===== src/hw/rtl/mpc_pkg.sv =====
// Shared constants, types and width helpers for the masked Pearson correlation unit.
package mpc_pkg;

	localparam int MAX_SAMPLES_DEF = 4096;
	localparam int SAMPLE_BITS_DEF = 24;
	localparam int LIMIT_W = 24;
	localparam int LEAST_W = 13;
	localparam int ROW_W = 16;
	localparam int CORR_W = 32;
	localparam int CFG_IDX_W = 2;
	localparam int CFG_DATA_W = 24;
	localparam int QUEUE_DEPTH = 4;
	localparam int QUEUE_LVL_W = $clog2(QUEUE_DEPTH + 1);
	localparam int RATIO_SHIFT = 60;
	localparam int QUOT_W = 62;
	localparam int ONE_Q30 = 1073741824;

	localparam logic [CFG_IDX_W-1:0] REG_LOW_LIMIT = 2'd0;
	localparam logic [CFG_IDX_W-1:0] REG_HIGH_LIMIT = 2'd1;
	localparam logic [CFG_IDX_W-1:0] REG_LEAST_SAMPLES = 2'd2;

	typedef logic signed [LIMIT_W-1:0] limit_t;
	typedef logic [LEAST_W-1:0] least_t;
	typedef logic [ROW_W-1:0] row_t;

	localparam limit_t LOW_LIMIT_RST = 24'sd0;
	localparam limit_t HIGH_LIMIT_RST = 24'sd1310720;
	localparam least_t LEAST_SAMPLES_RST = 13'd30;

	function automatic int max_int(input int a, input int b);
		return (a > b) ? a : b;
	endfunction

	function automatic int min_int(input int a, input int b);
		return (a < b) ? a : b;
	endfunction

	function automatic int cnt_width(input int max_samples);
		return $clog2(max_samples + 1);
	endfunction

	function automatic int sx_width(input int sample_bits, input int max_samples);
		return min_int(64, sample_bits + cnt_width(max_samples));
	endfunction

	function automatic int sq_width(input int sample_bits, input int max_samples);
		return min_int(64, 2 * sample_bits + cnt_width(max_samples));
	endfunction

	function automatic int num_width(input int sample_bits, input int max_samples);
		return max_int(cnt_width(max_samples) + 1 + sq_width(sample_bits, max_samples),
			2 * sx_width(sample_bits, max_samples)) + 1;
	endfunction

	function automatic int entry_width(input int sample_bits, input int max_samples);
		return 2 * ROW_W + cnt_width(max_samples) + 2 * sx_width(sample_bits, max_samples)
			+ 3 * sq_width(sample_bits, max_samples);
	endfunction

endpackage


===== src/hw/rtl/mpc_mul.sv =====
// Shift-and-add signed multiplier that retires one multiplier bit per cycle.
module mpc_mul import mpc_pkg::*; #(
	parameter int W = 8
) (
	input  logic                  clk,
	input  logic                  arst_n,
	input  logic                  start,
	input  logic signed [W-1:0]   a,
	input  logic signed [W-1:0]   b,
	output logic                  done,
	output logic signed [2*W-1:0] p
);
	localparam int CNT_W = max_int($clog2(W), 1);

	logic busy_q, done_q, neg_q;
	logic [CNT_W-1:0] cnt_q;
	logic [W-1:0] ma_q;
	logic [2*W:0] prod_q;
	logic [W:0] sum;

	assign sum = prod_q[2*W:W] + (prod_q[0] ? {1'b0, ma_q} : '0);

	always_ff @(posedge clk or negedge arst_n) begin
		if (!arst_n) begin
			busy_q <= 1'b0;
			done_q <= 1'b0;
			cnt_q <= '0;
		end else begin
			done_q <= busy_q && !start && (cnt_q == '0);
			if (start) begin
				busy_q <= 1'b1;
				cnt_q <= CNT_W'(W - 1);
			end else if (busy_q) begin
				if (cnt_q == '0) begin
					busy_q <= 1'b0;
				end else begin
					cnt_q <= cnt_q - 1'b1;
				end
			end
		end
	end

	always_ff @(posedge clk) begin
		if (start) begin
			ma_q <= a[W-1] ? W'(-a) : W'(a);
			prod_q <= {{(W+1){1'b0}}, (b[W-1] ? W'(-b) : W'(b))};
			neg_q <= a[W-1] ^ b[W-1];
		end else if (busy_q) begin
			prod_q <= {1'b0, sum, prod_q[W-1:1]};
		end
	end

	assign done = done_q;
	assign p = neg_q ? -$signed(prod_q[2*W-1:0]) : $signed(prod_q[2*W-1:0]);
endmodule


===== src/hw/rtl/mpc_back.sv =====
// Back end: forms the variances and covariance, then divides and takes the root.
module mpc_back import mpc_pkg::*; #(
	parameter int MAX_SAMPLES = MAX_SAMPLES_DEF,
	parameter int SAMPLE_BITS = SAMPLE_BITS_DEF,
	localparam int ENTRY_W = entry_width(SAMPLE_BITS, MAX_SAMPLES)
) (
	input  logic                     clk,
	input  logic                     arst_n,
	input  logic                     empty,
	output logic                     pop,
	input  logic [ENTRY_W-1:0]       pop_data,
	input  least_t                   least_samples,
	output logic                     out_valid,
	input  logic                     out_stall,
	output row_t                     pair_first,
	output row_t                     pair_second,
	output logic signed [CORR_W-1:0] correlation,
	output least_t                   used_samples
);
	localparam int CW = cnt_width(MAX_SAMPLES);
	localparam int SX_W = sx_width(SAMPLE_BITS, MAX_SAMPLES);
	localparam int SQ_W = sq_width(SAMPLE_BITS, MAX_SAMPLES);
	localparam int MW = num_width(SAMPLE_BITS, MAX_SAMPLES);
	localparam int PW = 2 * MW;
	localparam int RW = PW + RATIO_SHIFT;
	localparam int DW = PW + QUOT_W;
	localparam int CMPN = max_int(CW, LEAST_W);
	localparam int DCNT_W = $clog2(QUOT_W);

	localparam logic [2:0] ST_IDLE = 3'd0;
	localparam logic [2:0] ST_MUL_GO = 3'd1;
	localparam logic [2:0] ST_MUL_WAIT = 3'd2;
	localparam logic [2:0] ST_DIV = 3'd3;
	localparam logic [2:0] ST_SQRT = 3'd4;
	localparam logic [2:0] ST_OUT = 3'd5;

	localparam logic [2:0] OP_N_XY = 3'd0;
	localparam logic [2:0] OP_X_Y = 3'd1;
	localparam logic [2:0] OP_N_XX = 3'd2;
	localparam logic [2:0] OP_X_X = 3'd3;
	localparam logic [2:0] OP_N_YY = 3'd4;
	localparam logic [2:0] OP_Y_Y = 3'd5;
	localparam logic [2:0] OP_NUM_SQ = 3'd6;
	localparam logic [2:0] OP_VX_VY = 3'd7;

	row_t ra_w, rb_w, ra_q, rb_q;
	logic [CW-1:0] n_w, n_q;
	logic signed [SX_W-1:0] sx_w, sy_w, sx_q, sy_q;
	logic signed [SQ_W-1:0] sxx_w, syy_w, sxy_w, sxx_q, syy_q, sxy_q;

	logic [2:0] state_q, op_q;
	logic signed [MW-1:0] mul_a, mul_b, n_ext;
	logic mul_start, mul_done;
	logic signed [PW-1:0] mul_p, t_q;
	logic signed [MW-1:0] num_q, vx_q, vy_q, diff;
	logic go;
	logic [RW-1:0] rem_q;
	logic [DW-1:0] dv_q;
	logic ge, first_q;
	logic [DCNT_W-1:0] dcnt_q;
	logic [QUOT_W-1:0] quot_q, res_q, one_q, trial;
	logic [CORR_W-1:0] q_mag;
	logic out_valid_q, can_write;

	assign {ra_w, rb_w, n_w, sx_w, sy_w, sxx_w, syy_w, sxy_w} = pop_data;
	assign pop = (state_q == ST_IDLE) && !empty;
	assign n_ext = MW'(n_q);

	always_comb begin
		unique case (op_q)
			OP_N_XY: begin
				mul_a = n_ext;
				mul_b = MW'(sxy_q);
			end
			OP_X_Y: begin
				mul_a = MW'(sx_q);
				mul_b = MW'(sy_q);
			end
			OP_N_XX: begin
				mul_a = n_ext;
				mul_b = MW'(sxx_q);
			end
			OP_X_X: begin
				mul_a = MW'(sx_q);
				mul_b = MW'(sx_q);
			end
			OP_N_YY: begin
				mul_a = n_ext;
				mul_b = MW'(syy_q);
			end
			OP_Y_Y: begin
				mul_a = MW'(sy_q);
				mul_b = MW'(sy_q);
			end
			OP_NUM_SQ: begin
				mul_a = num_q;
				mul_b = num_q;
			end
			default: begin
				mul_a = vx_q;
				mul_b = vy_q;
			end
		endcase
	end

	assign mul_start = (state_q == ST_MUL_GO);

	mpc_mul #(.W(MW)) u_mul (
		.clk(clk),
		.arst_n(arst_n),
		.start(mul_start),
		.a(mul_a),
		.b(mul_b),
		.done(mul_done),
		.p(mul_p)
	);

	assign diff = MW'(t_q - mul_p);
	assign go = (CMPN'(n_q) >= CMPN'(least_samples)) && !vx_q[MW-1] && (vx_q != '0)
		&& !diff[MW-1] && (diff != '0);
	assign ge = (DW'(rem_q) >= dv_q);
	assign trial = res_q + one_q;
	assign q_mag = (res_q > QUOT_W'(ONE_Q30)) ? CORR_W'(ONE_Q30) : CORR_W'(res_q);
	assign can_write = !out_valid_q || !out_stall;

	always_ff @(posedge clk or negedge arst_n) begin
		if (!arst_n) begin
			state_q <= ST_IDLE;
			op_q <= OP_N_XY;
			out_valid_q <= 1'b0;
		end else begin
			if (state_q == ST_OUT && can_write) begin
				out_valid_q <= 1'b1;
			end else if (out_valid_q && !out_stall) begin
				out_valid_q <= 1'b0;
			end
			unique case (state_q)
				ST_IDLE: begin
					if (!empty) begin
						op_q <= OP_N_XY;
						state_q <= ST_MUL_GO;
					end
				end
				ST_MUL_GO: begin
					state_q <= ST_MUL_WAIT;
				end
				ST_MUL_WAIT: begin
					if (mul_done) begin
						if (op_q == OP_Y_Y && !go) begin
							state_q <= ST_IDLE;
						end else if (op_q == OP_VX_VY) begin
							state_q <= ST_DIV;
						end else begin
							op_q <= op_q + 1'b1;
							state_q <= ST_MUL_GO;
						end
					end
				end
				ST_DIV: begin
					if ((first_q && ge) || (!first_q && dcnt_q == '0)) begin
						state_q <= ST_SQRT;
					end
				end
				ST_SQRT: begin
					if (one_q[0]) begin
						state_q <= ST_OUT;
					end
				end
				ST_OUT: begin
					if (can_write) begin
						state_q <= ST_IDLE;
					end
				end
				default: begin
					state_q <= ST_IDLE;
				end
			endcase
		end
	end

	always_ff @(posedge clk) begin
		if (pop) begin
			ra_q <= ra_w;
			rb_q <= rb_w;
			n_q <= n_w;
			sx_q <= sx_w;
			sy_q <= sy_w;
			sxx_q <= sxx_w;
			syy_q <= syy_w;
			sxy_q <= sxy_w;
		end
		if (state_q == ST_MUL_WAIT && mul_done) begin
			unique case (op_q)
				OP_N_XY, OP_N_XX, OP_N_YY: t_q <= mul_p;
				OP_X_Y: num_q <= diff;
				OP_X_X: vx_q <= diff;
				OP_Y_Y: vy_q <= diff;
				OP_NUM_SQ: rem_q <= {mul_p, {RATIO_SHIFT{1'b0}}};
				default: begin
					dv_q <= {mul_p, {QUOT_W{1'b0}}};
					first_q <= 1'b1;
					quot_q <= '0;
				end
			endcase
		end
		if (state_q == ST_DIV) begin
			if (first_q) begin
				if (ge) begin
					quot_q <= '1;
				end
				first_q <= 1'b0;
				dcnt_q <= DCNT_W'(QUOT_W - 1);
			end else begin
				if (ge) begin
					rem_q <= RW'(DW'(rem_q) - dv_q);
				end
				quot_q <= {quot_q[QUOT_W-2:0], ge};
				dcnt_q <= dcnt_q - 1'b1;
			end
			dv_q <= dv_q >> 1;
			res_q <= '0;
			one_q <= QUOT_W'(1) << (QUOT_W - 2);
		end
		if (state_q == ST_SQRT) begin
			if (quot_q >= trial) begin
				quot_q <= quot_q - trial;
				res_q <= (res_q >> 1) + one_q;
			end else begin
				res_q <= res_q >> 1;
			end
			one_q <= one_q >> 2;
		end
		if (state_q == ST_OUT && can_write) begin
			pair_first <= ra_q;
			pair_second <= rb_q;
			used_samples <= LEAST_W'(n_q);
			correlation <= num_q[MW-1] ? -$signed(q_mag) : $signed(q_mag);
		end
	end

	assign out_valid = out_valid_q;
endmodule


===== config.mk =====
export PLATFORM = sky130hd
export DESIGN_NAME = mpc_back
export DESIGN_NICKNAME = d
export VERILOG_FILES = /design/src/hw/rtl/mpc_pkg.sv /design/src/hw/rtl/mpc_mul.sv /design/src/hw/rtl/mpc_back.sv
export SDC_FILE = /design/constraint.sdc
export NUM_CORES = 2
export LEC_CHECK = 0
export BUFFER_PORTS_ARGS = -buffer_cell sky130_fd_sc_hd__buf_4
export CAP_MARGIN = 20
export CORE_MARGIN = 2
export CORE_UTILIZATION = 45
export CTS_BUF_LIST = sky130_fd_sc_hd__clkbuf_16
export DETAILED_ROUTE_END_ITERATION = 6
export PLACE_DENSITY = 0.59
export SYNTH_ARGS = -nofsm -noshare
export SYNTH_HDL_FRONTEND = slang
export SYNTH_SLANG_ARGS = --single-unit

===== constraint.sdc =====
create_clock -name clk -period 47.8 [get_ports clk]
set_input_delay 4.78 -clock clk [delete_from_list [all_inputs] [get_ports clk]]
set_output_delay 4.78 -clock clk [all_outputs]
set_load 0.02 [all_outputs]

**Word level (Yosys, flattened, before mapping)**

Cells that the tools add are included.

- Register bits: 1516
- Input port bits: 319
- Output and inout port bits: 79
- Logic and storage cells: 178

- Add/sub/neg operators: 13
- $lt $le $gt $ge: 4
- Eq/ne operators: 21
- Multiplexer cells: 55
- Bitwise gates (word level): 2
- Reductions and logical operators: 47

Operators with widths:

| operator | count |
|---|---|
| 2-to-1 mux 212 bit | 5 |
| 2-to-1 mux 213 bit | 3 |
| 2-to-1 mux 62 bit | 10 |
| case mux 76 bit (6 select lines) | 1 |
| 2-to-1 mux 76 bit | 4 |
| case mux 76 bit (4 select lines) | 1 |
| greater-or-equal comparator 212 x 214 -> 1 bit | 1 |
| subtractor 212 bit | 1 |
| 2-to-1 mux 152 bit | 1 |
| negation 152 bit | 1 |
| negation 76 bit | 2 |
| nonzero test 76 bit | 2 |
| 2-to-1 mux 59 bit | 2 |
| adder 76 x 76 -> 77 bit | 1 |
| subtractor 76 bit | 1 |
| 2-to-1 mux 75 bit | 1 |
| 2-to-1 mux 32 bit | 2 |
| adder 61 x 61 -> 62 bit | 1 |
| adder 62 x 61 -> 62 bit | 1 |
| greater-or-equal comparator 62 bit | 1 |
| > comparator 62 x 31 -> 1 bit, second input constant | 1 |
| subtractor 62 bit | 1 |
| negation 32 bit | 1 |
| 2-to-1 mux 3 bit | 9 |
| 28 further kinds | 88 |

**Depth between registers and ports, before layout**

- Word-level depth: 11
- Gate-level depth with buffers: 33
- Depth with buffers taken out: 31

**By module**

A second synthesis with hierarchy kept.

- Cell total of the unflattened synthesis: 10638
- Area, all modules: 96259.8 um2

By module, submodules not included:

| module | times used | cells each | area an instance (um2) | sequential area each (um2) |
|---|---|---|---|---|
| mpc_back | 1 | 8197 | 76080.5 | 35569.1 |
| mpc_mul | 1 | 2441 | 20179.4 | 6341.1 |

**Worst setup path after synthesis**

OpenSTA, ideal clock, no wires.

- Path type: input -> output
- Start: in empty
- End: out pop
- Arrival time: 25.666 ns
- Data required time: 43.020 ns
- Setup slack: 17.354 ns
- Stages on the path: 1
- Path buffers: 0
- Cells stage by stage: nor3_1

- Cells in the longest elaborated chain, start to end: 2

RTL lines:

| element | line | text |
|---|---|---|
| start: declaration | mpc_back.sv:9 | `input logic empty,` |
| zero test 1 bit | n/a |  |
| logical AND 1 bit | mpc_back.sv:66 | `assign pop = (state_q == ST_IDLE) && !empty;` |
| end: declaration | mpc_back.sv:10 | `output logic pop,` |

No other way between the ends.

**Final worst setup path**

Ends and elaborated chain as after synthesis.

==> out/qor.txt <==
largest net degree at the start of global routing: 194
FFs w/ async S/R, synth: 1.055%
total CTS buffers: 176
commonest non-fill, non-tap cell in the layout: edfxtp_1
Slew headroom: 15.61%
Worst Path Max Fanout: 26
minimum clock period: 10.68 ns
Die Area: 216200 µm²
Ys Warns: 0
ys flop type: edfxtp_1
vias in the first global route: 77735
worst path bufs/invs: 3
Final Hold Vio Count: 0
Clk pin slew, worst setup/hold paths: 0.06 ns
RSZ-0062 raised after global routing: false
MaxCap Viol Count: 0
most frequent CP cell: buf_4
sum of negative setup slack: 0 ns
vias: 81255
count of final max-slew check failures: 0
design area: 107100 µm²
nets: 11307
setup bufs post-CTS: 0
share of layout cells above drive strength 1: 9.249%
worst-path cell chain: buf_4 -> nor3_2 -> buf_4 -> buf_4
Crit path largest cell delay: 0.51 ns
GR Util All Layers: 29.20%
Mapped Area: 95610 µm²
port buffer count: 397
initial drt markers: 8071
leakage power: 0.04225 µW
Core ar.: 211700 µm²
critical path type: input pin to output pin
Worst setup EP type: output pin
EDFF count, synth: 1147
GRT Residual Overflow: 0
Longest Clk Path Bufs: 3
Yosys top cell by area: edfxtp_1
Die W: 464.9 µm
Net Count, Synth: 11165
Synth Area in XOR/XNOR: 7.543%
combinational family with the most area after synthesis: compound AO/OA/AOI/OAI gates
clk sinks: 1516
fin crit share: 22.34%
Inst Count DP: 13108
worst clock skew: 0.05694 ns
Worst EP arrival: 5.90 ns
wire length per cell: 24.20 µm
Post-DP Area: 101200 µm²
Seq/Total Area, Yosys: 43.83%
Fillers: 19864
Post-Layout Cell Count: 13453
fmax: 0.09366 GHz
first-pass GRT wire length: 486.7 mm
Rows: 169
Slew @ Worst Pin: 1.254 ns
io pins: 398
clk_lat worst skew: 0.85 ns
starting utilization of the core area: 45.17%
cell family with most CP delay: buffers and inverters
hold buffer count at CTS: 0
P&R area growth vs syn: 11.99%
commonest cells after routing, fill and taps aside: 1147 x edfxtp_1, 1040 x nand2_1, 913 x a21oi_1
Post-Route WL: 325.6 mm
post-synthesis compound-gate area fraction: 21.03%
Synth top area share: 36.02%
Worst VDD drop: 61.99 µV
pre-CTS setup slack: 37.11 ns
failing checks: DRC
Die Height: 464.9 µm
post-synthesis simple-gate area fraction: 15.27%
initial antenna violation count: 16
Max stage delay cell, worst path: buf_4
post-synthesis adder-cell area fraction: 6.872%
outcome: finished, violations left
Worst Hold Slack: 0.4138 ns
post-synthesis mux area share: 1.260%
cells after synthesis: 10325
Syn Area/Cell: 9.260 µm²
final worst slack: 37.12 ns
hold crit path type: flip-flop to flip-flop
ANT nets after route: 0
CTS tree: built
Pwr Density: 74.66 nW/µm²
Pre-antenna DRT Iters: 7
post-synthesis cell type count: 118
detail-routed via count per cell: 6.040
Yosys reg bits: 1516
detailed-route DRC error count: 3
Worst Setup Start Kind: input pin
post-cts sizing count: 0
H-tree Lvls: 4
top post-synthesis cells by area: edfxtp_1 36%, dfxtp_1 7.4%, ha_1 6.8%
Root Driver: clkbuf_16
Final HPWL DP: 248.5 mm
Final setup viols: 0
RD Place Congestion: 0.9928
Critical Path RT: 43.02 ns
-- per-layer routing --
layer  vias up  global-route usage, %  share of wire (%)
met4         4                  10.67                3.9
li1      38278                      -                  -
met5         -                      0             0.0064
met1     39660                  39.17                 43
met2      2829                  47.57                 46
met3       484                  4.663                6.8
-- path summary, 6_finish.rpt --
| check | start | to | slack, ns | depth (start not counted) |
|---|---|---|---|---|
| worst max-delay path | empty | pop | 37.12 | 4 |
| max in group asynchronous | arst_n | u_mul.busy_q | 43.69 | 1 |
| min in group asynchronous | arst_n | op_q[1] | 3.82 | 1 |
| worst max register to register | u_mul.prod_q[3] | op_q[1] | 39.02 | 23 |
| worst min-delay path | rb_q[1] | pair_second[1] | 0.41 | 0 |
| worst min register to register | rb_q[1] | pair_second[1] | 0.41 | 0 |
-- state kept, by name, indices dropped and copies added, names as in the netlist, 37 cells and up --
| name | count |
|---|---|
| dv_q | 214 |
| num_q | 76 |
| quot_q | 62 |
| rem_q | 212 |
| res_q | 62 |
| sx_q | 37 |
| sxx_q | 61 |
| sxy_q | 61 |
| sy_q | 37 |
| syy_q | 61 |
| t_q | 76 |
| u_mul.ma_q | 76 |
| u_mul.prod_q | 152 |
| vx_q | 76 |
| vy_q | 76 |
-- power by group --
group	total [µW]	switching, µW	internal [µW]
Combinational	4330	2850	1480
Sequential	2300	281	2020
Clock	1360	595	769
-- kinds of logic after synthesis --
logic type,count (synthesis)
multiplexers,116
adder cells (fa/ha/maj),523
XOR/XNOR,821
AND/OR/NAND/NOR,3111
AO/OA/AOI/OAI,3199
buffers and inverters,1039
flip-flops,1516
-- metrics by stage --
| stage | power (µW) | util [%] |
|---|---|---|
| after floorplan | 5285 | - |
| after global placement | 6510 | 47.78 |
| after detailed placement | 6577 | 47.81 |
| after CTS | 7964 | 50.55 |
| after global routing | 8515 | 50.58 |
| final | 7994 | 50.59 |
-- area by class of cell --
type                       count  area (µm²)  share of cell area, %
inverter                     471        1773                  1.656
tap                         2821        3530                  3.296
clock buffer                 181        4529                  4.230
sequential                  1516       41920                  39.15
antenna                       15       37.54                0.03506
clock inverter               147        1282                  1.198
multi-input combinational   7770       49940                  46.64
timing repair buffer         532        4064                  3.795
-- synthesized netlist by cell type, drive strengths merged (87+ instances only) --
library cell,count
xnor2,381
edfxtp,1147
a21o,285
o31ai,103
mux2i,91
nand3,230
nand4,191
o21bai,104
inv,470
o21ai,866
dfxtp,353
nor2,845
ha,517
a31oi,119
xor2,439
nand2,1048
nor3,156
a21oi,914
clkbuf,485
and2,146
nand2b,87
o211ai,178
Note: power is estimated with default switching activity, not from simulation.
