### src/hw/rtl/mpc_pkg.sv
// Shared constants, types and width helpers for the masked Pearson correlation unit.
package mpc_pkg;

	localparam int MAX_SAMPLES_DEF = 4096;
	localparam int SAMPLE_BITS_DEF = 24;
	localparam int LIMIT_W = 24;
	localparam int LEAST_W = 13;
	localparam int ROW_W = 16;
	localparam int CORR_W = 32;
	localparam int CFG_IDX_W = 2;
	localparam int CFG_DATA_W = 24;
	localparam int QUEUE_DEPTH = 4;
	localparam int QUEUE_LVL_W = $clog2(QUEUE_DEPTH + 1);
	localparam int RATIO_SHIFT = 60;
	localparam int QUOT_W = 62;
	localparam int ONE_Q30 = 1073741824;

	localparam logic [CFG_IDX_W-1:0] REG_LOW_LIMIT = 2'd0;
	localparam logic [CFG_IDX_W-1:0] REG_HIGH_LIMIT = 2'd1;
	localparam logic [CFG_IDX_W-1:0] REG_LEAST_SAMPLES = 2'd2;

	typedef logic signed [LIMIT_W-1:0] limit_t;
	typedef logic [LEAST_W-1:0] least_t;
	typedef logic [ROW_W-1:0] row_t;

	localparam limit_t LOW_LIMIT_RST = 24'sd0;
	localparam limit_t HIGH_LIMIT_RST = 24'sd1310720;
	localparam least_t LEAST_SAMPLES_RST = 13'd30;

	function automatic int max_int(input int a, input int b);
		return (a > b) ? a : b;
	endfunction

	function automatic int min_int(input int a, input int b);
		return (a < b) ? a : b;
	endfunction

	function automatic int cnt_width(input int max_samples);
		return $clog2(max_samples + 1);
	endfunction

	function automatic int sx_width(input int sample_bits, input int max_samples);
		return min_int(64, sample_bits + cnt_width(max_samples));
	endfunction

	function automatic int sq_width(input int sample_bits, input int max_samples);
		return min_int(64, 2 * sample_bits + cnt_width(max_samples));
	endfunction

	function automatic int num_width(input int sample_bits, input int max_samples);
		return max_int(cnt_width(max_samples) + 1 + sq_width(sample_bits, max_samples),
			2 * sx_width(sample_bits, max_samples)) + 1;
	endfunction

	function automatic int entry_width(input int sample_bits, input int max_samples);
		return 2 * ROW_W + cnt_width(max_samples) + 2 * sx_width(sample_bits, max_samples)
			+ 3 * sq_width(sample_bits, max_samples);
	endfunction

endpackage

### src/hw/rtl/mpc_fifo.sv
// Short queue of finished row-pair sums between the front and back ends.
module mpc_fifo import mpc_pkg::*; #(
	parameter int DATA_W = 8,
	parameter int DEPTH = QUEUE_DEPTH
) (
	input  logic              clk,
	input  logic              arst_n,
	input  logic              push,
	input  logic [DATA_W-1:0] push_data,
	input  logic              pop,
	output logic [DATA_W-1:0] pop_data,
	output logic              empty,
	output logic [QUEUE_LVL_W-1:0] level
);
	localparam int PTR_W = (DEPTH > 1) ? $clog2(DEPTH) : 1;

	logic [DATA_W-1:0] mem_q [DEPTH];
	logic [PTR_W-1:0] wp_q, rp_q;
	logic [QUEUE_LVL_W-1:0] level_q;

	always_ff @(posedge clk) begin
		if (push) begin
			mem_q[wp_q] <= push_data;
		end
	end

	always_ff @(posedge clk or negedge arst_n) begin
		if (!arst_n) begin
			wp_q <= '0;
			rp_q <= '0;
			level_q <= '0;
		end else begin
			if (push) begin
				wp_q <= (wp_q == PTR_W'(DEPTH - 1)) ? '0 : wp_q + 1'b1;
			end
			if (pop) begin
				rp_q <= (rp_q == PTR_W'(DEPTH - 1)) ? '0 : rp_q + 1'b1;
			end
			if (push && !pop) begin
				level_q <= level_q + 1'b1;
			end else if (pop && !push) begin
				level_q <= level_q - 1'b1;
			end
		end
	end

	assign pop_data = mem_q[rp_q];
	assign empty = (level_q == '0);
	assign level = level_q;
endmodule

### config.mk
export PLATFORM = sky130hd
export DESIGN_NAME = mpc_fifo
export DESIGN_NICKNAME = d
export VERILOG_FILES = /design/src/hw/rtl/mpc_pkg.sv /design/src/hw/rtl/mpc_fifo.sv
export SDC_FILE = /design/constraint.sdc
export NUM_CORES = 1
export LEC_CHECK = 0
export BUFFER_PORTS_ARGS = -buffer_cell sky130_fd_sc_hd__buf_2
export CAP_MARGIN = 20
export CORE_MARGIN = 2
export CORE_UTILIZATION = 60
export CTS_BUF_LIST = sky130_fd_sc_hd__clkbuf_2
export CTS_CLUSTER_DIAMETER = 30
export CTS_CLUSTER_SIZE = 14
export DETAILED_ROUTE_END_ITERATION = 10
export PLACE_DENSITY = 0.93
export SKIP_LAST_GASP = 1
export SLEW_MARGIN = 15
export SYNTH_ARGS = -nofsm -noshare
export SYNTH_HDL_FRONTEND = slang
export SYNTH_SLANG_ARGS = --single-unit
export TNS_END_PERCENT = 20
### constraint.sdc
create_clock -name clk -period 2.2 [get_ports clk]
set_clock_uncertainty 0.2 [all_clocks]
set_input_delay 0.44 -clock clk [delete_from_list [all_inputs] [get_ports clk]]
set_output_delay 0.44 -clock clk [all_outputs]
set_load 0.01 [all_outputs]
Word-level counts from Yosys, hierarchy flattened
Memories as Yosys holds them, arrays and structs flattened.
Cells that the tools add are included.
{ "classes": {"mux": 6, "n_addsub": 4, "reduce_logical": 6, "n_eq_ne": 2} }
{ "op_table": {"columns": ["op", "count"], "rows": [
  ["3-bit 2-to-1 mux", 2],
  ["2-bit by 1-bit adder with 2-bit output (second input constant)", 2],
  ["2-bit == test (second input constant)", 2],
  ["2-bit 2-to-1 mux", 2],
  ["3-bit by 1-bit adder with 3-bit output (second input constant)", 1],
  ["3-bit logical NOT", 1],
  ["3-bit by 1-bit subtractor with 3-bit output (second input constant)", 1],
  ["1-bit logical AND", 2],
  ["1-bit logical NOT", 2],
  ["1-bit 2-to-1 mux", 2],
  ["2-bit nonzero test", 1]
]} }
{ "totals": {"ramBits": 32, "output_inout_bits": 12, "inputBits": 12, "memories": 1, "ff_bits": 7} }
{ "memory_table": {"columns": ["name", "depth", "word_bits", "read_ports", "rd_ports_with_merged_regs", "wr", "line", "rtl"], "rows": [
  ["mem_q", 4, 8, 1, 0, 1, "mpc_fifo.sv:17", "logic [DATA_W-1:0] mem_q [DEPTH];"]
]} }

Longest topological paths before layout
Gate-level depths: netlist of run 1.
{ "logic_depth": {"ltp_word": 4, "depth_mapped": 7} }

Least setup slack after synthesis of run 1
OpenSTA, ideal clock, no wires.
{ "synth_path": {"path_type": "input -> register", "from": "in pop", "to": "reg level_q[2], in the netlist level[2]", "setup_ns": 0.079, "cell_stages": 7, "t_arrival_ns": 1.469, "path_buffers": 0, "required_ns": 1.921, "slack_ns": 0.452, "cell_sequence": "inv_1 > ha_1 > inv_1 > fa_1 > xor2_1 > nor2_1 > xor2_1"} }
{ "synth_between": {"elab_chain_cells": 3} }
{ "synth_rtl": {"columns": ["element", "line", "rtl"], "rows": [
  ["start: declaration", "mpc_fifo.sv:10", "input logic pop,"],
  ["1-bit logical NOT", "mpc_fifo.sv:39", "if (push && !pop) begin"],
  ["1-bit logical AND", "mpc_fifo.sv:39", null],
  ["3-bit 2-to-1 mux or 2-bit nonzero test (tied branches)", null, null],
  ["end signal: assignment", "mpc_fifo.sv:40", "level_q <= level_q + 1'b1;"],
  ["end signal: assignment", "mpc_fifo.sv:42", "level_q <= level_q - 1'b1;"],
  ["end: declaration", "mpc_fifo.sv:19", "logic [QUEUE_LVL_W-1:0] level_q;"]
]} }
Parallel ways exist; a longest one is shown, timed or not.
A chain may end at the register's enable or synchronous reset.

Worst setup path in the final report of run 1
{ "layout_path": {"from": "reg rp_q[0]", "to": "out pop_data[1]"} }
{ "layout_between": {"elab_chain_cells": 1} }
{ "layout_rtl": {"columns": ["element", "line", "rtl"], "rows": [
  ["start: declaration", "mpc_fifo.sv:18", "logic [PTR_W-1:0] wp_q, rp_q;"],
  ["start signal: assignment", "mpc_fifo.sv:37", "rp_q <= (rp_q == PTR_W'(DEPTH - 1)) ? '0 : rp_q + 1'b1;"],
  ["memory read 4 x 8 bit", null, null],
  ["end: declaration", "mpc_fifo.sv:11", "output logic [DATA_W-1:0] pop_data,"]
]} }
Every way passes these cells.

==> impl_results.md, run 1 <==
* Outcome: finished, violations left
* Violations in the final reports: negative setup slack
* Post-layout worst setup margin at -24.0 ps
* Maximum root-to-sink buffer count at 2
* Residual antenna-violating net count after detailed routing at 0
* Ratio of total power to cell area at 1160 nW/µm²
* Net count, final at 129
* Global-route usage over all layers at 19.2%
* Launching element of the worst setup path: rp_q[0]
* Worst hold-check slack at 73.7 ps
* Slew Limit Fails at 0
* Final cycle utilization of the critical path at 101%
* # diodes at 0
* Nets in the synthesized netlist at 97
* Share of the yosys chip area belonging to registers at 72.8%
* TritonRoute pass-1 iters at 4
* Total of warnings raised by yosys at 0
* Wirelength per Cell at 16.9 µm
* Maximum VDD drop at 0.695 mV
* Number of register bits inferred by synthesis at 39
* Core occupancy in the finished layout at 71.7%
* Hold violation count in the final report at 0
* Minimum setup slack after placement at 217 ps
* Worst path required time at 1560 ps
* Portion of synthesized cell area occupied by the leading cell type at 61.6%
* Final routed DRC violation total at 0
* Maximum fanout along the worst path at 6
* Vias in the first global route at 754
* TritonCTS Buffers at 5
* Number of failing setup endpoints in the final timing report at 5
* Overall die area at 3020 µm²
* Row count at 18
* WS Path Type: flop to output pin
* Effective utilization at floorplan at 63.0%
* Maximum number of pins on one net before global-route repair at 12
* Clk root buf: sky130_fd_sc_hd__clkbuf_2
* Post-synthesis instance area at 1560 µm²
* Die W at 55.0 µm
* Startpoint kind of the worst setup timing path: flop
* Dominant cells by area after synthesis: sky130_fd_sc_hd__edfxtp_1 (62%), sky130_fd_sc_hd__mux4_2 (12%), sky130_fd_sc_hd__dfrtp_1 (11%)
* Final Routed Wirelength at 2.37 mm
* HP Class: input port to flop
* Die H at 55.0 µm
* Final global-route overflow total at 0
* Max-slew headroom at 69.5%
* Kind of cell with the highest combined delay on the critical path: multiplexers
* Setup repair after global routing missed its margin: true
* Sum of internal, switching and leakage power at 2060 µW
* Distinct cells, synth at 17
* Critical Path Max Stage Delay at 510 ps
* Signal arrival time at the worst endpoint at 1580 ps
* Number of antenna violations at the first check in global routing at 0
* Count of boundary I/O pins at 24
* Post-layout minimum cycle time at 2220 ps
* Critical path endpoint category: output pin
* Critical path cell sequence: buf_6 > mux4_2 > buf_6
* Number of buffer cells added on primary ports at 23
* Sum of negative setup slack at -45.4 ps
* Worst path slowest cell: sky130_fd_sc_hd__mux4_2
* Final RePlAce weighted congestion at 0.653
* Number of clock sinks at 39
* Worst Path Buf+Inv at 2
* Via density per instance at 5.46
* Number of DRC markers in iteration 0 at 18
* Leakage Power at 0.000689 µW
* Ratio of cells with drive above 1 in the final layout at 39.1%
* Depth of the CTS H-tree at 2
* Synth Area per Inst at 20.0 µm²
* Number of instances in the synthesized netlist at 78
* First-pass GRT wire length at 3.61 mm
* CTS tree: done
* Max-cap viol count at 0
* Fillcell total at 162
* Min-delay src: push_data[4]
* Cell taking the most area after synthesis: sky130_fd_sc_hd__edfxtp_1
* Relative area change from synthesis to final layout at 13.9%
* Top library cells by usage in the layout, fill and taps aside: sky130_fd_sc_hd__edfxtp_1 (32), sky130_fd_sc_hd__buf_2 (22), sky130_fd_sc_hd__mux4_2 (8), sky130_fd_sc_hd__dfrtp_1 (7), sky130_fd_sc_hd__ha_1 (6)
* Commonest non-fill, non-tap cell in the layout: sky130_fd_sc_hd__edfxtp_1
* Post-CTS clock slew at the launch and capture registers of the worst setup and hold paths at 180 ps
* Highest attainable clock frequency at 450 MHz
* Worst skew pair latency at 370 ps
* Reg-to-Reg Start: wp_q[0]
* Cell with the most instances on the worst path: sky130_fd_sc_hd__buf_6
* Detailed-route via count at 765
* DPL Wire Length at 1.70 mm
* Worst Tran Pin Value at 457 ps
* Area of the core at 2480 µm²
-- report_power, final --
part           switching (µW)  internal, µW  leakage [µW]
clock network             212          67.3     0.0000262
registers                 109           968      0.000377
logic                     324           380      0.000286
-- state kept, by name (all words and copies together) (netlist names) --
register	flops
mem_q	32
rp_q	2
level	3
wp_q	2
-- synthesized netlist by cell type --
cell                       number
sky130_fd_sc_hd__fa_1           1
sky130_fd_sc_hd__buf_6          1
sky130_fd_sc_hd__nand2_1        2
sky130_fd_sc_hd__a21o_2         1
sky130_fd_sc_hd__mux2_2         2
sky130_fd_sc_hd__nor2_1         2
sky130_fd_sc_hd__inv_1          4
sky130_fd_sc_hd__and2_1         4
sky130_fd_sc_hd__nor3_1         2
sky130_fd_sc_hd__o21ai_0        2
sky130_fd_sc_hd__xnor2_1        1
sky130_fd_sc_hd__buf_2          1
sky130_fd_sc_hd__xor2_1         2
sky130_fd_sc_hd__mux4_2         8
sky130_fd_sc_hd__ha_1           6
sky130_fd_sc_hd__edfxtp_1      32
sky130_fd_sc_hd__dfrtp_1        7
-- worst paths after layout --
path                                    end  slack [ps]  depth (start not counted)
worst max register to register  mem_q[0][0]         540                          3
min in group asynchronous          level[2]         200                          2
max in group asynchronous           rp_q[1]        1430                          2
worst max-delay path            pop_data[1]         -20                          3
worst min-delay path            mem_q[1][4]          70                          1
worst min register to register     level[2]         310                          1
-- logic make-up (layout without fill, tap and decap cells) --
family	Yosys count	count (layout)	share of synthesized area, %
AOI/OAI and AO/OA	3	3	1.20
buffers and inverters	6	38	2.00
adders and majority gates	7	7	6.09
DFF	39	39	72.8
xor gates and xnor gates	3	3	1.68
muxes	10	10	13.0
and+or+nand+nor	10	10	3.21
-- cell type report --
cell class / instances / area (µm²) / share of cell area (%)
sequential: 39 / 1140 / 63.9
multi-input combinational: 33 / 393 / 22.1
timing repair buffer: 27 / 161 / 9.08
tap: 30 / 37.5 / 2.11
clock buffer: 5 / 25.0 / 1.41
inverter: 4 / 15.0 / 0.845
clock inverter: 2 / 8.76 / 0.493
-- worst register-to-register path, delay by kind of cell (launching register included) --
kind	cells	cell delay [ps]
fa+ha+maj	1	150
buf+inv	1	110
flops	1	450
simple gates	1	410
-- per-layer routing --
layer | vias to the layer above | GRT usage [%] | wire [µm]
met5 | - | 0 | 0
li1 | 361 | - | -
met3 | 4 | 8.06 | 92
met4 | 0 | 9.76 | 37
met2 | 17 | 30.2 | 1220
met1 | 383 | 22.8 | 1020
-- per-stage QoR --
stage / std cells / area (µm²)
3_3_place_gp: 131 / 1710
6_report: 140 / 1780
2_1_floorplan: 78 / 1560
5_1_grt: 140 / 1780
3_5_place_dp: 131 / 1710
4_1_cts: 139 / 1760
-- repair_timing --
item                                    in CTS  in global routing
pin swaps                                    0                  0
endpoints found under the setup margin       8                  8
buffers inserted                             0                  1
hold buffers                                 1                  0
endpoints found under the hold margin        7                  0
gates resized for setup                      1                  2
(Power assumes the default switching activity.)
==> run 2, diff against run 1 <==
--- a/config.mk
+++ b/config.mk
@@ -14,4 +14,5 @@
 export CTS_CLUSTER_SIZE = 14
 export DETAILED_ROUTE_END_ITERATION = 10
+export GPL_TIMING_DRIVEN = 0
 export PLACE_DENSITY = 0.93
 export SKIP_LAST_GASP = 1
==> constraint.sdc (replaced) <==
create_clock -name clk -period 2.2 [get_ports clk]
set_clock_uncertainty 0.2 [all_clocks]
set_input_delay 0.44 -clock clk [delete_from_list [all_inputs] [get_ports clk]]
set_output_delay 0.44 -clock clk [all_outputs]
set_load 0.02 [all_outputs]
==> run 2 against run 1 <==
Against the previous run:
- final cell count up 2.1%
- critical endpoint unchanged
- maximum frequency is 3.4% lower
- routed wire length rose by 10%
- utilization increased by 2.7 points
- die area is the same
- the run still ends with negative setup slack left
- non-clock buffer count up 2
- setup slack got worse by 79 ps
- design area rose by 3.7%
- clock power increased by 3%
- via count increased by 5.1%
- first-iteration DRC count fell by 5.6%
- sequential power about the same
==> impl_results.md, run 2 (synthesis results as in run 1) <==
* Max-slew headroom at 70.9% (+1.4 points)
* Post-layout minimum cycle time at 2300 ps (+78.6 ps)
* Row count at 18 (unchanged)
* Number of clock sinks at 39 (unchanged)
* Commonest non-fill, non-tap cell in the layout: sky130_fd_sc_hd__edfxtp_1
* Number of antenna violations at the first check in global routing at 0 (unchanged)
* Sum of internal, switching and leakage power at 2310 µW (+12%)
* DPL Wire Length at 1.67 mm (-1.5%)
* Critical path endpoint category: output pin
* CTS tree: done
* Number of buffer cells added on primary ports at 23 (unchanged)
* Net count, final at 131 (+1.6%)
* Clk root buf: sky130_fd_sc_hd__clkbuf_2
* TritonCTS Buffers at 5 (unchanged)
* Global-route layer with the greatest usage: met2
* Post-CTS clock slew at the launch and capture registers of the worst setup and hold paths at 180 ps (about the same)
* Relative area change from synthesis to final layout at 18.1%
* Maximum number of pins on one net before global-route repair at 12 (unchanged)
* Max-cap viol count at 0 (unchanged)
* Count of boundary I/O pins at 24 (unchanged)
* Hold violation count in the final report at 0 (unchanged)
* Violations in the final reports: negative setup slack
* Via density per instance at 5.62 (+2.9%)
* Worst skew pair latency at 380 ps (about the same)
* Worst Tran Pin Value at 436 ps (-21.1 ps)
* Vias in the first global route at 751 (-0.40%)
* Met1 Use GR at 22.1% (-0.73 points)
* Effective utilization at floorplan at 63.0% (unchanged)
* Final Routed Wirelength at 2.61 mm (+10%)
* Biggest register: mem_q
* Startpoint kind of the worst setup timing path: flop
* Top library cells by usage in the layout, fill and taps aside: sky130_fd_sc_hd__edfxtp_1 (32), sky130_fd_sc_hd__buf_2 (18), sky130_fd_sc_hd__mux4_2 (8)
* Wirelength per Cell at 18.2 µm (+7.9%)
* Area of the core at 2480 µm² (unchanged)
* TritonRoute pass-1 iters at 4 (unchanged)
* Post-layout worst setup margin at -103 ps (-78.6 ps)
* Final RePlAce weighted congestion at 0.637 (-2.5%)
* Global-route usage over all layers at 19.4% (+0.19 points)
* Worst hold-check slack at 62.0 ps (-11.8 ps)
* First-pass GRT wire length at 3.64 mm (+0.97%)
* Setup repair after global routing missed its margin: true
* Leakage Power at 0.000716 µW (+4.0%)
* Slew Limit Fails at 0 (unchanged)
* Overall die area at 3020 µm² (unchanged)
* Outcome: finished, violations left
* Maximum root-to-sink buffer count at 2 (unchanged)
* Ratio of cells with drive above 1 in the final layout at 40.7% (+1.6 points)
* Min-delay src: push_data[2]
* WS Path Type: flop to output pin
* Worst path required time at 1560 ps (about the same)
* Maximum fanout along the worst path at 4 (-2)
* Met2 global-route usage at 32.1% (+2.0 points)
* Final routed DRC violation total at 0 (unchanged)
* Signal arrival time at the worst endpoint at 1660 ps (+80 ps)
* Die W at 55.0 µm (unchanged)
* Ratio of total power to cell area at 1260 nW/µm² (+8.2%)
* Max FFs per register at 32 (unchanged)
* Launching element of the worst setup path: rp_q[0]
* Detailed-route via count at 804 (+5.1%)
* Highest attainable clock frequency at 434 MHz (-3.4%)
* Number of failing setup endpoints in the final timing report at 8 (+3)
* # diodes at 0 (unchanged)
* Final cycle utilization of the critical path at 105% (+3.6 points)
* Maximum VDD drop at 1.08 mV (+55%)
* Residual antenna-violating net count after detailed routing at 0 (unchanged)
* Minimum setup slack after placement at 188 ps (-28.2 ps)
* Final global-route overflow total at 0 (unchanged)
* Depth of the CTS H-tree at 2 (unchanged)
* HP Class: input port to flop
* Reg-to-Reg Start: wp_q[0]
* Die H at 55.0 µm (unchanged)
* Number of DRC markers in iteration 0 at 17 (-1)
* Global-route track usage on met3 at 5.65% (-2.4 points)
run 2: cell type report:
| class | count | area (µm²) |
|---|---|---|
| well taps | 30 | 37.5 |
| inverters | 4 | 15.0 |
| multi-input cells | 33 | 393 |
| plain buffers | 2 | 20.0 |
| repair buffers | 27 | 203 |
| clock buffers | 6 | 30.0 |
| clock inverters | 2 | 7.51 |
| fillers | 148 | 634 |
| flip-flops and latches | 39 | 1140 |
run 2: timing repair:
action                                  in CTS  in global routing
endpoints found under the setup margin       8                  8
buffers inserted                             2                  0
hold buffers                                 1                  0
endpoints found under the hold margin        7                  0
gates cloned                                 0                  1
resized for setup                            1                 13
pin swaps                                    0                  0
run 2: worst paths after layout:
| kind | slack [ps] | cells after the start | to |
|---|---|---|---|
| max | -100 | 3 | pop_data[1] |
| min | 60 | 1 | mem_q[0][2] |
| max reg2reg | 550 | 3 | mem_q[2][3] |
| min reg2reg | 310 | 1 | level[2] |
| max in group asynchronous | 1440 | 2 | wp_q[1] |
| min in group asynchronous | 180 | 2 | rp_q[1] |
run 2: metal layers:
metal / vias up / part of all wire [%]
li1: 369 / -
met1: 402 / 39
met2: 26 / 54
met3: 7 / 5.0
met4: 0 / 2.2
met5: - / 0
run 2: power breakdown:
part,switching (µW),internal (µW)
registers,93.4,971
clock network,210,76.5
logic,478,486
total,781,1530
run 2: critical path: stages, from the launching register on:
cell and delay (ps):
sky130_fd_sc_hd__dfrtp_2 460, sky130_fd_sc_hd__clkbuf_16 160, sky130_fd_sc_hd__mux4_2 490, sky130_fd_sc_hd__buf_2 170
run 2: through the flow:
step / cells / util [%] / cell area (µm²) / setup TNS, ps
3_3_place_gp: 131 / 69.1 / 1710 / 0
3_5_place_dp: 131 / 69.1 / 1710 / 0
5_1_grt: 143 / 74.4 / 1840 / -1160
4_1_cts: 142 / 71.8 / 1780 / -714
6_report: 143 / 74.4 / 1840 / -662
2_1_floorplan: 78 / - / 1560 / 0
